===== src/sla_pkg.sv =====
// ----------------------------------------------------------------------------
// sla_pkg
// Shared types, constants and the scan code to ASCII table for the scan code
// line assembler.
// ----------------------------------------------------------------------------
package sla_pkg;

    localparam int LINE_DEPTH = 32;
    localparam int FILL_W     = $clog2(LINE_DEPTH + 1);
    localparam int ADDR_W     = $clog2(LINE_DEPTH);
    localparam int CHAR_W     = 7;

    localparam logic [7:0] CODE_BACKSPACE = 8'h0E;
    localparam logic [7:0] CODE_ENTER     = 8'h1C;
    localparam logic [7:0] CODE_MAX       = 8'd57;

    localparam logic [2:0] EV_ECHO_CHAR = 3'd0;
    localparam logic [2:0] EV_ECHO_BS   = 3'd1;
    localparam logic [2:0] EV_ECHO_NL   = 3'd2;
    localparam logic [2:0] EV_LINE_CHAR = 3'd3;
    localparam logic [2:0] EV_LINE_END  = 3'd4;
    localparam logic [2:0] EV_OVERFLOW  = 3'd5;

    typedef struct packed {
        logic              valid;
        logic [2:0]        event_res;
        logic [CHAR_W-1:0] character;
        logic              last;
    } res_t;

    localparam logic [CHAR_W-1:0] ASCII_MAP [0:57] = '{
        7'h3F, 7'h3F, 7'h31, 7'h32, 7'h33, 7'h34, 7'h35, 7'h36,
        7'h37, 7'h38, 7'h39, 7'h30, 7'h2D, 7'h3D, 7'h3F, 7'h3F,
        7'h51, 7'h57, 7'h45, 7'h52, 7'h54, 7'h59, 7'h55, 7'h49,
        7'h4F, 7'h50, 7'h5B, 7'h5D, 7'h3F, 7'h3F, 7'h41, 7'h53,
        7'h44, 7'h46, 7'h47, 7'h48, 7'h4A, 7'h4B, 7'h4C, 7'h3B,
        7'h27, 7'h60, 7'h3F, 7'h5C, 7'h5A, 7'h58, 7'h43, 7'h56,
        7'h42, 7'h4E, 7'h4D, 7'h2C, 7'h2E, 7'h2F, 7'h3F, 7'h3F,
        7'h3F, 7'h20
    };

    // Codes above the table never reach the lookup; map them to '?' anyway.
    function automatic logic [CHAR_W-1:0] ascii_of(input logic [5:0] code);
        logic [CHAR_W-1:0] ch;
        ch = 7'h3F;
        if (code <= 6'd57) begin
            ch = ASCII_MAP[code];
        end
        return ch;
    endfunction

endpackage


===== src/sla_ram.sv =====
// ----------------------------------------------------------------------------
// sla_ram
// Generic simple dual-port RAM: one write port, one read port with a
// registered read that holds its data while no read is issued.
// ----------------------------------------------------------------------------
module sla_ram #(
    parameter int DATA_W = 8,
    parameter int DEPTH  = 32
) (
    input  logic                     aclk,
    input  logic                     we,
    input  logic [$clog2(DEPTH)-1:0] waddr,
    input  logic [DATA_W-1:0]        wdata,
    input  logic                     re,
    input  logic [$clog2(DEPTH)-1:0] raddr,
    output logic [DATA_W-1:0]        rdata
);

    logic [DATA_W-1:0] mem_reg [0:DEPTH-1];
    logic [DATA_W-1:0] rdata_reg;

    always_ff @(posedge aclk) begin
        if (we) begin
            mem_reg[waddr] <= wdata;
        end
        if (re) begin
            rdata_reg <= mem_reg[raddr];
        end
    end

    assign rdata = rdata_reg;

endmodule


===== src/sla_ctrl.sv =====
// ----------------------------------------------------------------------------
// sla_ctrl
// Sequencer: decodes scan codes, keeps the fill count, writes characters
// into the line RAM and drains it on Enter, one result word per cycle unless stalled.
// ----------------------------------------------------------------------------
module sla_ctrl
    import sla_pkg::*;
(
    input  logic              aclk,
    input  logic              aresetn,
    input  logic              code_valid,
    input  logic [7:0]        code,
    output logic              code_ready,
    output res_t              res,
    input  logic              res_ready,
    output logic              ram_we,
    output logic [ADDR_W-1:0] ram_waddr,
    output logic [CHAR_W-1:0] ram_wdata,
    output logic              ram_re,
    output logic [ADDR_W-1:0] ram_raddr,
    input  logic [CHAR_W-1:0] ram_rdata
);

    localparam logic ST_IDLE  = 1'b0;
    localparam logic ST_DRAIN = 1'b1;

    logic              state_reg, state_next;
    logic [FILL_W-1:0] fill_reg, fill_next;
    logic [FILL_W-1:0] idx_reg, idx_next;
    logic [FILL_W-1:0] idx_inc;
    logic [CHAR_W-1:0] mapped;

    assign mapped  = ascii_of(code[5:0]);
    assign idx_inc = idx_reg + FILL_W'(1);

    always_comb begin
        state_next = state_reg;
        fill_next  = fill_reg;
        idx_next   = idx_reg;
        res        = '0;
        code_ready = 1'b0;
        ram_we     = 1'b0;
        ram_waddr  = fill_reg[ADDR_W-1:0];
        ram_wdata  = mapped;
        ram_re     = 1'b0;
        ram_raddr  = '0;
        unique case (state_reg)
            ST_IDLE: begin
                code_ready = res_ready;
                if (code_valid && res_ready) begin
                    if (code > CODE_MAX) begin
                        // drop releases and extended codes
                    end else if (code == CODE_BACKSPACE) begin
                        res = '{valid: 1'b1, event_res: EV_ECHO_BS, character: '0,
                                last: 1'b1};
                        if (fill_reg != '0) begin
                            fill_next = fill_reg - FILL_W'(1);
                        end
                    end else if (code == CODE_ENTER) begin
                        res = '{valid: 1'b1, event_res: EV_ECHO_NL, character: '0,
                                last: 1'b0};
                        // prefetch entry 0 for the drain
                        ram_re     = 1'b1;
                        ram_raddr  = '0;
                        idx_next   = '0;
                        state_next = ST_DRAIN;
                    end else if (fill_reg == FILL_W'(LINE_DEPTH)) begin
                        res = '{valid: 1'b1, event_res: EV_OVERFLOW, character: '0,
                                last: 1'b1};
                    end else begin
                        res = '{valid: 1'b1, event_res: EV_ECHO_CHAR, character: mapped,
                                last: 1'b1};
                        ram_we    = 1'b1;
                        fill_next = fill_reg + FILL_W'(1);
                    end
                end
            end
            ST_DRAIN: begin
                if (idx_reg == fill_reg) begin
                    res = '{valid: 1'b1, event_res: EV_LINE_END, character: '0,
                            last: 1'b1};
                    if (res_ready) begin
                        fill_next  = '0;
                        state_next = ST_IDLE;
                    end
                end else begin
                    res = '{valid: 1'b1, event_res: EV_LINE_CHAR, character: ram_rdata,
                            last: 1'b0};
                    // advance only when taken; RAM output holds otherwise
                    if (res_ready) begin
                        idx_next  = idx_inc;
                        ram_re    = 1'b1;
                        ram_raddr = idx_inc[ADDR_W-1:0];
                    end
                end
            end
            default: begin
                state_next = ST_IDLE;
            end
        endcase
    end

    always_ff @(posedge aclk) begin
        if (!aresetn) begin
            state_reg <= ST_IDLE;
            fill_reg  <= '0;
            idx_reg   <= '0;
        end else begin
            state_reg <= state_next;
            fill_reg  <= fill_next;
            idx_reg   <= idx_next;
        end
    end

    a_fill_bound: assert property (@(posedge aclk) disable iff (!aresetn)
        fill_reg <= FILL_W'(LINE_DEPTH))
        else $error("fill count beyond line depth");

    a_write_idle: assert property (@(posedge aclk) disable iff (!aresetn)
        ram_we |-> (state_reg == ST_IDLE))
        else $error("line RAM written during drain");

    a_idx_bound: assert property (@(posedge aclk) disable iff (!aresetn)
        (state_reg == ST_DRAIN) |-> (idx_reg <= fill_reg))
        else $error("drain index passed fill count");

    a_drain_end: assert property (@(posedge aclk) disable iff (!aresetn)
        (state_reg == ST_DRAIN && idx_reg == fill_reg && res_ready)
            |=> (state_reg == ST_IDLE && fill_reg == '0))
        else $error("drain did not close the line");

endmodule


===== src/scancode_line_assembler_top.sv =====
// ----------------------------------------------------------------------------
// scancode_line_assembler_top
// Scan code line assembler: set-1 make codes in, echo and line events out.
// ----------------------------------------------------------------------------
// Input stream: one scan code byte per word on s_axis_tdata[7:0].
// Output stream: m_axis_tuser carries the event kind, m_axis_tdata the ASCII
// character (zero where none applies), m_axis_tlast marks the final word
// caused by one input word. Codes above 57 produce no output word.
// The first result word appears in the cycle after acceptance, from the output
// register. An ordinary key, backspace or overflow gives one output word per
// input word. Enter gives the newline echo, one line character per cycle read
// back from the line RAM while the receiver takes them, then the line end.
// The drain rate is set by the single read port of the line RAM.
// Reset empties the line (fill count zero) and the output register; the RAM
// contents are not cleared and only entries below the fill count are sent out.
// When the receiver stalls, the output register holds its word, the drain
// pauses and s_axis_tready drops until the word is taken.
// ----------------------------------------------------------------------------
module scancode_line_assembler_top
    import sla_pkg::*;
(
    input  logic       aclk,
    input  logic       aresetn,
    input  logic       s_axis_tvalid,
    output logic       s_axis_tready,
    input  logic [7:0] s_axis_tdata,   // [7:0] scan_code
    output logic       m_axis_tvalid,
    input  logic       m_axis_tready,
    output logic [7:0] m_axis_tdata,   // [6:0] character, [7] zero
    output logic [2:0] m_axis_tuser,   // [2:0] event_res
    output logic       m_axis_tlast
);

    res_t              res;
    logic              res_ready;
    logic              ram_we;
    logic [ADDR_W-1:0] ram_waddr;
    logic [CHAR_W-1:0] ram_wdata;
    logic              ram_re;
    logic [ADDR_W-1:0] ram_raddr;
    logic [CHAR_W-1:0] ram_rdata;

    logic              out_valid_reg;
    logic [2:0]        out_event_reg;
    logic [CHAR_W-1:0] out_char_reg;
    logic              out_last_reg;

    sla_ctrl u_ctrl (
        .aclk       (aclk),
        .aresetn    (aresetn),
        .code_valid (s_axis_tvalid),
        .code       (s_axis_tdata),
        .code_ready (s_axis_tready),
        .res        (res),
        .res_ready  (res_ready),
        .ram_we     (ram_we),
        .ram_waddr  (ram_waddr),
        .ram_wdata  (ram_wdata),
        .ram_re     (ram_re),
        .ram_raddr  (ram_raddr),
        .ram_rdata  (ram_rdata)
    );

    sla_ram #(
        .DATA_W (CHAR_W),
        .DEPTH  (LINE_DEPTH)
    ) u_line_ram (
        .aclk  (aclk),
        .we    (ram_we),
        .waddr (ram_waddr),
        .wdata (ram_wdata),
        .re    (ram_re),
        .raddr (ram_raddr),
        .rdata (ram_rdata)
    );

    // output register accepts a new word when empty or being drained
    assign res_ready = !out_valid_reg || m_axis_tready;

    always_ff @(posedge aclk) begin
        if (!aresetn) begin
            out_valid_reg <= 1'b0;
        end else if (res_ready) begin
            out_valid_reg <= res.valid;
        end
    end

    always_ff @(posedge aclk) begin
        if (res_ready && res.valid) begin
            out_event_reg <= res.event_res;
            out_char_reg  <= res.character;
            out_last_reg  <= res.last;
        end
    end

    assign m_axis_tvalid = out_valid_reg;
    assign m_axis_tdata  = {1'b0, out_char_reg};
    assign m_axis_tuser  = out_event_reg;
    assign m_axis_tlast  = out_last_reg;

endmodule

===== config.mk =====
export PLATFORM = sky130hd
export DESIGN_NAME = scancode_line_assembler_top
export DESIGN_NICKNAME = d
export VERILOG_FILES = /design/src/sla_pkg.sv /design/src/sla_ram.sv /design/src/sla_ctrl.sv /design/src/scancode_line_assembler_top.sv
export SDC_FILE = /design/constraint.sdc
export NUM_CORES = 1
export LEC_CHECK = 0
export ABC_AREA = 1
export BUFFER_PORTS_ARGS = -buffer_cell sky130_fd_sc_hd__buf_2
export CAP_MARGIN = 15
export CORE_ASPECT_RATIO = 0.6
export CORE_MARGIN = 2
export CORE_UTILIZATION = 52
export CTS_CLUSTER_DIAMETER = 150
export DETAILED_ROUTE_END_ITERATION = 12
export GPL_TIMING_DRIVEN = 0
export HOLD_SLACK_MARGIN = 0.03
export PLACE_DENSITY = 0.68
export REMOVE_ABC_BUFFERS = 1
export SETUP_SLACK_MARGIN = 0.5
export SLEW_MARGIN = 20
export SYNTH_ARGS = -nofsm -noshare
export SYNTH_HDL_FRONTEND = slang
export SYNTH_SLANG_ARGS = --single-unit

===== constraint.sdc =====
create_clock -name aclk -period 3.4 [get_ports aclk]
set_input_delay 0.17 -clock aclk [delete_from_list [all_inputs] [get_ports aclk]]
set_output_delay 0.17 -clock aclk [all_outputs]
set_load 0.05 [all_outputs]

======== Word level (Yosys, flattened, before mapping) ========
Memories as Yosys holds them, arrays and structs flattened. A register that Yosys moved wholly into a read port is not among the register bits.
Index checks and enable logic that the tools add are counted.
word-level totals
  ROM bits ................................ 448
  RAM bits ................................ 224
  logic and storage cells ................. 86
  memories kept ........................... 2
  latch bits .............................. 0
  output and inout bits ................... 14
  register bits after elaboration ......... 25
operators by class
  reductions and logical operators ........ 7
  $add $sub $neg .......................... 3
  mux-type cells .......................... 48
  equal/unequal tests ..................... 14
  $lt $le $gt $ge ......................... 3
  multipliers ............................. 0
  shift operators ......................... 0
  div/mod/pow operators ................... 0
  bitwise logic cells ..................... 2
memory list
  name                depth  bits a word  read ports  clocked after memory_dff  write ports  line           source
  (name not given)    64     7            1           0                         0            sla_pkg.sv:47  ch = ASCII_MAP[code];
  u_line_ram.mem_reg  32     7            1           1                         1            sla_ram.sv:19  logic [DATA_W-1:0] mem_reg [0:DEPTH-1];
operator list
  operator                                                       count
  two-way mux 6 bit                                              14
  two-way mux 12 bit                                             4
  one-hot mux 12 bit (2 select lines)                            1
  one-hot mux 6 bit (2 select lines)                             2
  two-way mux 11 bit                                             2
  two-way mux 7 bit                                              3
  two-way mux 1 bit                                              17
  adder 6 x 1 -> 6 bit, second input constant                    2
  two-way mux 5 bit                                              2
  inequality test 2 bit, second input constant                   5
  one-hot mux 5 bit (2 select lines)                             1
  == test 8 x 4 -> 1 bit, second input constant                  1
  == test 8 x 5 -> 1 bit, second input constant                  1
  greater-than comparator 8 x 6 -> 1 bit, second input constant  1
  greater-or-equal comparator 7 bit, second input constant       1
  NOT 6 -> 7 bit                                                 1
  AND reduction 7 bit                                            1
  == test 6 bit                                                  1
  == test 6 bit, second input constant                           1
  <= comparator 6 bit, second input constant                     1
  inequality test 3 x 2 -> 1 bit, second input constant          2
  AND reduction 6 bit                                            1
  nonzero test 6 bit                                             1
  subtractor 6 x 1 -> 6 bit, second input constant               1
  7 further kinds                                                10

======== Logic depth before layout (Yosys ltp) ========
Gate-level depths: netlist of run 1.
  depth after elaboration ................. 12
  gate-level depth with buffers ........... 17
  gate-level depth less buffers ........... 15

======== Hierarchy ========
A second synthesis of run 1 with hierarchy kept.
unflattened totals
  cells, all modules ...................... 1,175
  area, all modules ....................... 11,862.6 sq um
modules (own cells, without submodules)
  module                       area an instance (sq um)  times used  cells each  sequential area each (sq um)
  sla_ram                      9,486.6                   1           813         6,936.7
  sla_ctrl                     1,983.2                   1           342         260.2
  scancode_line_assembler_top  392.9                     1           20          350.3

======== Worst setup path before layout of run 1 ========
Ideal clock, no wire load.
  kind .................................... input -> register
  start ................................... in s_axis_tdata[0]
  end ..................................... reg out_char_reg[3] (data pin)
  data required time ...................... 3.140 ns
  arrival ................................. 1.977 ns
  setup slack ............................. 1.163 ns
  stages .................................. 6
  setup time .............................. 0.260 ns
  path through ............................ inv_1 > ha_1 > or2_2 > a21oi_1 > o2111ai_1 > a22o_1
RTL lines
  what                  line                               source
  from (decl)           scancode_line_assembler_top.sv:26  input logic [7:0] s_axis_tdata,
  to (signal assigned)  scancode_line_assembler_top.sv:91  out_char_reg <= res.character;
  to (decl)             scancode_line_assembler_top.sv:45  logic [CHAR_W-1:0] out_char_reg;

======== Final worst setup path of run 1 ========
  start ................................... reg u_ctrl.fill_reg[0]
  end ..................................... mem u_line_ram.mem_reg[15][0] in the netlist's numbering, enable pin
between the ends
  cells in the longest elaborated chain, start to end .. 9
RTL lines
  what                                     line             source
  from (decl)                              sla_ctrl.sv:28   logic [FILL_W-1:0] fill_reg, fill_next;
  from (signal assigned)                   sla_ctrl.sv:110  fill_reg <= fill_next;
  == test 6 bit                            sla_ctrl.sv:67   end else if (fill_reg == FILL_W'(LINE_DEPTH)) begin
  two-way mux 1 bit                        sla_ctrl.sv:67
  two-way mux 1 bit                        sla_ctrl.sv:59   end else if (code == CODE_ENTER) begin
  two-way mux 1 bit                        sla_ctrl.sv:53   end else if (code == CODE_BACKSPACE) begin
  two-way mux 1 bit                        sla_ctrl.sv:51   if (code > CODE_MAX) begin
  two-way mux 1 bit                        sla_ctrl.sv:50   if (code_valid && res_ready) begin
  two-way mux 1 bit                        sla_ctrl.sv:47   unique case (state_reg)
  two-way mux 1 bit                        sla_ram.sv:23    if (we) begin
  two-way mux 1 bit (not written as such)  sla_ram.sv:24    mem_reg[waddr] <= wdata;
  to (decl)                                sla_ram.sv:19
Parallel ways exist; a longest one is shown, timed or not.

==> results of run 1 <==
## cell type report
class                           instances  area, um^2
Timing Repair Buffer                   58       723.2
Clock inverter                          7       51.30
Clock buffer                           38       694.4
Sequential cell                       256        7566
Multi-Input combinational cell        741        4035
Fill cell                            1951        9570
Tap cell                              322       402.9
Inverter                              278        1070
## how the worst min path moves through the flow
stage	from	end	slack, ns
2_1_floorplan	aresetn	u_ctrl.state_reg	0.29
3_3_place_gp	u_ctrl.idx_reg[4]	u_ctrl.idx_reg[4]	0.47
3_5_place_dp	aresetn	u_ctrl.state_reg	0.48
4_1_cts	s_axis_tvalid	m_axis_tvalid	0.04
5_1_grt	m_axis_tready	m_axis_tvalid	0.07
6_report	m_axis_tready	m_axis_tvalid	0.05
## layout by cell type, fill, tap and decap left out, types with 3 or more instances in the layout
cell | netlist | routed
o21ai_0 | 24 | 24
clkinv_1 | 1 | 3
nand3_1 | 214 | 211
nor3_1 | 5 | 4
nand4_1 | 121 | 121
a21oi_1 | 21 | 21
clkinv_2 | 0 | 4
buf_16 | 0 | 11
edfxtp_1 | 242 | 242
dfxtp_1 | 14 | 5
ha_1 | 16 | 16
clkbuf_16 | 0 | 27
o2111ai_4 | 0 | 4
buf_4 | 11 | 12
inv_1 | 266 | 261
nand2_1 | 231 | 231
nor2_1 | 68 | 34
buf_2 | 23 | 24
clkbuf_1 | 22 | 11
dfxtp_2 | 0 | 6
nand3_2 | 2 | 3
a22o_1 | 4 | 4
dfxtp_4 | 0 | 3
buf_12 | 0 | 4
nor2_4 | 1 | 20
nand3_4 | 0 | 3
nor2_2 | 3 | 18
inv_2 | 11 | 11
xor2_1 | 3 | 3
## repair_timing
item	4_1_cts	5_1_grt
buffers inserted	2	7
hold buffers	1	0
gates resized for setup	15	59
endpoints found under the hold margin	4	0
setup endpoints to repair	83	224
pin swaps	1	3
gates cloned	2	2
## per-layer routing
| metal | GRT usage [%] | wire length, um |
|---|---|---|
| met5 | 0 | 0 |
| met4 | 5.630 | 614 |
| met3 | 5.657 | 3729 |
| met2 | 38.49 | 14870 |
| met1 | 41.45 | 15480 |
## power by group through the flow
stage	clock network, mW	logic [mW]	registers [mW]
3_5_place_dp	0	0.414	3.59
6_report	2.62	0.432	3.52
5_1_grt	2.76	0.460	3.52
4_1_cts	2.63	0.422	3.52
2_1_floorplan	0	0.167	3.61
3_3_place_gp	0	0.324	3.61
## metrics by stage
step                setup WS, ns  hold WS (ns)  instance area, um^2  instances
floorplan                 -1.946        0.2945                12320       1274
global placement          -6.143        0.4706                12840       1620
CTS                       0.4873       0.04403                14250       1691
detailed placement      -0.09581        0.4770                13410       1641
global route              0.4065       0.06699                14540       1700
finish                    0.6207       0.04506                14540       1700
## synth_stat cells (all sizes together) (6+ instances only)
cell type,count
inv,277
nor2,72
dfxtp,14
nand3,216
buf,55
ha,16
clkbuf,22
nand4,121
edfxtp,242
a21oi,21
o21ai,26
nand2,232
nor3,6
## worst max-delay path, delay by kind of cell, from the launching register on
family	cells	cell delay [ns]
and+or+nand+nor	7	1.38
buffers and inverters	3	0.57
DFF	1	0.46
## kinds of logic (layout without fill, tap and decap cells)
| logic type | count (synthesis) | count (layout) | synth area share [%] |
|---|---|---|---|
| and+or+nand+nor | 650 | 651 | 24.06 |
| DFF | 256 | 256 | 59.32 |
| adders and majority gates | 17 | 17 | 1.731 |
| xor gates and xnor gates | 4 | 4 | 0.2754 |
| other | 1 | 1 | 0.02947 |
| AOI/OAI and AO/OA | 68 | 68 | 3.206 |
| buffers and inverters | 355 | 381 | 11.38 |
==> metrics.yaml, run 1 <==
dp_hpwl_mm: 21.25
netSwitchingFraction_pct: 23.17
internal-power_mw: 5.053
gp_congestion: 0.9210
yosys.area.top_type: "edfxtp_1"
holdPathStages: 4
ant_nets: 0
io_pins: 26
start_util_pct: 52.77
p_per_area_nw_per_um2: 452.3
ir_worst_vdd_v: 0.0003815
largest_reg_flops: 224
final_hold_viol_count: 0
vias_per_cell: 5.798
period_minus_slack_ns: 2.779
r2r-start: "u_ctrl.fill_reg[0]"
core_region_area_um2: 24110
wirelength_mm: 34.70
p_clk_share_pct: 39.9
setup_violations: 0
antenna_cells: 0
end_kind: "flop"
slew-limit-headroom_pct: 24.54
status: "completed"
synth_top_area_share_pct: 57.11
p_seq_share_pct: 53.6
grt_max_degree: 62
clock-sinks: 256
synth-warning-count: 0
clk_latency_ns: 0.56
worst_setup_path_start_kind: "flop"
cts_tree: "yes"
synth_edf_count: 242
setup_tns_ns: 0
die_h_um: 125.2
path_class: "flop to flop"
drv_slew: 0
r2r_cells: 10
synth_area_leaders: "edfxtp_1, nand3_1, inv_1"
synth_seq_cells: 256
max_stage_delay_ns: 0.48
rows: 44
rsz0062_at_grt: "true"
tightest_slew_ns: 1.123
maxCapViolations: 0
fmax_mhz: 359.8
grt_usage_pct: 26.68
cts_max_path_buffers: 3
grt_pass1_vias: 8972
rrSetupSlack_ns: 0.62
fin_nets: 1389
p_leak_nw: 6.055
ys_types: 43
critical_path_required_ns: 3.59
post_drt_wl_per_cell_um: 20.41
p_comb_share_pct: 6.6
timing.rr.end: "u_line_ram.mem_reg[15][0]"
root_buffer: "clkbuf_16"
cp_common_cell: "nand2_1"
vias: 9857
antenna_found_initial: 0
ys_async_sr_fraction_pct: 0
dieArea_um2: 25780
fin_crit_sh_pct: 81.74
synth-main-ff-cell: "edfxtp_1"
synthCells: 1351
endpoint: "u_line_ram.mem_reg[15][0]"
htreeDepth: 1
drive_gt1_share_pct: 12.19
critPathSlowestCell: "nor2_2"
numCtsBuffers: 25
grt.overflow.total: 0
die_x_um: 205.9
synth.cell_area_um2: 12720
fin_skew_ns: 0.01617
final_core_util_pct: 60.31
drc: 0
areaGrowthSynthToFinish_pct: 14.30
arrival_ns: 2.97
drtIter0Drc: 1316
crit_start: "u_ctrl.fill_reg[0]"
cts.clk_slew.worst_paths_ns: 0.07
total_power_mw: 6.577
cp_cell_sequence: "nor2_1 > inv_2 > nor2_1 > nand2_1 > nand2_1 > inv_1 > nand2_1 > inv_2 > nand4_1 > nor2_2"
grt_pass1_wl_mm: 52.34
hold_class: "primary input to flop"
io_buffers: 24
synth.yosys.seq_area_share_pct: 59.32
crit_fanout: 14
avgSynthCellArea_um2: 9.418
switching_power_mw: 1.524
drt-pass1-iter-count: 5
Power figures use the tool's default switching activity.
==> run 2: changes to the inputs <==
Clock period 3.4 ns to 2.65 ns, I/O delays scaled along.
==> run 2 against run 1 <==
Net effect: via count is 10% higher; hold slack better by 0.0092 ns; critical endpoint is now u_line_ram.rdata[3]; largest cell class unchanged; flip-flop and latch count stayed put; global-route usage grew 4.7 points; wire length grew 20%; critical path type unchanged; maximum frequency increased by 17%; clock power up 30%; count of clock-buffer cells in the layout unchanged; first-iteration DRC count grew 32%; final cell count increased by 5.1%.
==> metrics.yaml, run 2 (same netlist as run 1, synthesis figures left out) <==
setup_violations: 0  # unchanged
mostFrequentLayoutCell: "inv_1"
htreeDepth: 1  # unchanged
slew-limit-headroom_pct: 52.26  # +28 points
p_leak_nw: 6.805  # +12%
grt_pass1_vias: 10097  # +13%
drive_gt1_share_pct: 24.32  # +12 points
hold_class: "primary input to flop"
total_power_mw: 8.558  # +30%
maxCapViolations: 0  # unchanged
io_pins: 26  # unchanged
clk_latency_ns: 0.58  # +0.02 ns
ir_worst_vdd_v: 0.0004884  # +28%
antenna_cells: 0  # unchanged
tightest_slew_ns: 0.7122  # -0.4112 ns
numCtsBuffers: 25  # unchanged
drc: 0  # unchanged
drtIter0Drc: 1741  # +32%
grt_pass1_wl_mm: 60.43  # +15%
end_kind: "flop"
rsz0062_at_grt: "true"
ant_nets: 0  # unchanged
fin_ws_ns: 0.2774  # -0.3433 ns
vias_per_cell: 6.079  # +4.8%
die_h_um: 125.2  # unchanged
root_buffer: "clkbuf_16"
dp_hpwl_mm: 21.25  # unchanged
grt.overflow.total: 0  # unchanged
cts.clk_slew.worst_paths_ns: 0.07  # about the same
worst_setup_path_start_kind: "flop"
path_class: "flop to flop"
status: "completed"
antenna_found_initial: 0  # unchanged
io_buffers: 24  # unchanged
start_util_pct: 52.77  # unchanged
die_x_um: 205.9  # unchanged
cts_max_path_buffers: 3  # unchanged
final_core_util_pct: 67.84  # +7.5 points
arrival_ns: 2.71  # -0.26 ns
cts_tree: "yes"
areaGrowthSynthToFinish_pct: 28.57
rows: 44  # unchanged
gp_congestion: 0.9210  # unchanged
clock-sinks: 256  # unchanged
fin_skew_ns: 0.03545  # +0.01928 ns
fin_crit_sh_pct: 89.53  # +7.8 points
holdWs_ns: 0.05428  # +0.009229 ns
dieArea_um2: 25780  # unchanged
final_cell_mix: "inv_1, edfxtp_1, nand2_1"
crit_fanout: 7  # -7
period_minus_slack_ns: 2.373  # -0.4067 ns
drt-pass1-iter-count: 6  # +1
drv_slew: 0  # unchanged
final_hold_viol_count: 0  # unchanged
grt_max_degree: 62  # unchanged
p_per_area_nw_per_um2: 523.2  # +16%
pre_cts_ws_ns: -0.8083  # -0.7125 ns
largest_reg_flops: 224  # unchanged
core_region_area_um2: 24110  # unchanged
fmax_mhz: 421.5  # +17%
post_drt_wl_per_cell_um: 23.22  # +14%
vias: 10857  # +10%
wirelength_mm: 41.48  # +20%
critical_path_required_ns: 2.98  # -0.61 ns
grt_usage_pct: 31.40  # +4.7 points
fin_nets: 1475  # +6.2%
-- run 2: changes by cell type in the layout (fill, tap and decap cells not counted), sizes merged, moves of 2 or more --
cell      delta
clkinvlp     +2
inv          +2
clkbuf       +3
bufbuf       +6
buf         +72
-- run 2: power breakdown --
group          switching [mW]  internal [mW]
logic                   0.448          0.202
clock network            1.58           1.82
registers             0.00572           4.50
-- run 2: stage by stage --
stage / setup TNS [ns] / cell area (um^2) / std cells
6_report: 0 / 16360 / 1786
5_1_grt: 0 / 16360 / 1786
4_1_cts: 0 / 15970 / 1770
3_5_place_dp: -160.89 / 13410 / 1641
3_3_place_gp: -448.53 / 12840 / 1620
2_1_floorplan: -29.08 / 12320 / 1274
-- run 2: path summary, 6_finish.rpt --
kind	from	to	slack (ns)	depth (start not counted)
worst max-delay path	u_ctrl.fill_reg[2]	u_line_ram.rdata[3]	0.28	17
worst min-delay path	s_axis_tvalid	m_axis_tvalid	0.05	5
worst max register to register	u_ctrl.fill_reg[2]	u_line_ram.rdata[3]	0.28	17
worst min register to register	u_ctrl.idx_reg[4]	u_ctrl.idx_reg[4]	0.50	2
-- run 2: critical path, stage by stage (launching register included) --
cell     delay (ns)
dfxtp_4        0.41
inv_6          0.06
nand2_4        0.06
nand2_4        0.05
nor2_4         0.12
nand3_4        0.11
buf_12         0.16
nand3_4        0.13
buf_16         0.19
buf_12         0.12
buf_16         0.14
nand2_4        0.05
nand3_2        0.06
nand3_2        0.09
nand3_2        0.13
nand2_1        0.08
nand2_1        0.08
nand2_1        0.07
-- run 2: metal layers --
layer | GRT usage (%) | up-vias | share of wire (%)
li1 | - | 4780 | -
met1 | 46.35 | 5111 | 40
met2 | 45.72 | 835 | 43
met3 | 7.742 | 131 | 14
met4 | 9.874 | 0 | 3.0
met5 | 0 | - | 0
-- run 2: final cells by class --
| type | instances | area [um^2] |
|---|---|---|
| timing repair inverter | 3 | 23.77 |
| clock buffer | 38 | 694.4 |
| inverter | 278 | 1115 |
| fill | 1692 | 7755 |
| clock inverter | 7 | 51.30 |
| tap | 322 | 402.9 |
| timing repair buffer | 140 | 1844 |
| multi-input combinational | 742 | 4636 |
| sequential | 256 | 7591 |
-- run 2: what timing repair did --
action	4_1_cts	5_1_grt
endpoints found under the setup margin	261	273
gates cloned	20	3
resized for setup	212	52
hold buffers	2	0
pin swaps	49	20
hold endpoints to repair	7	0
setup buffers	62	13
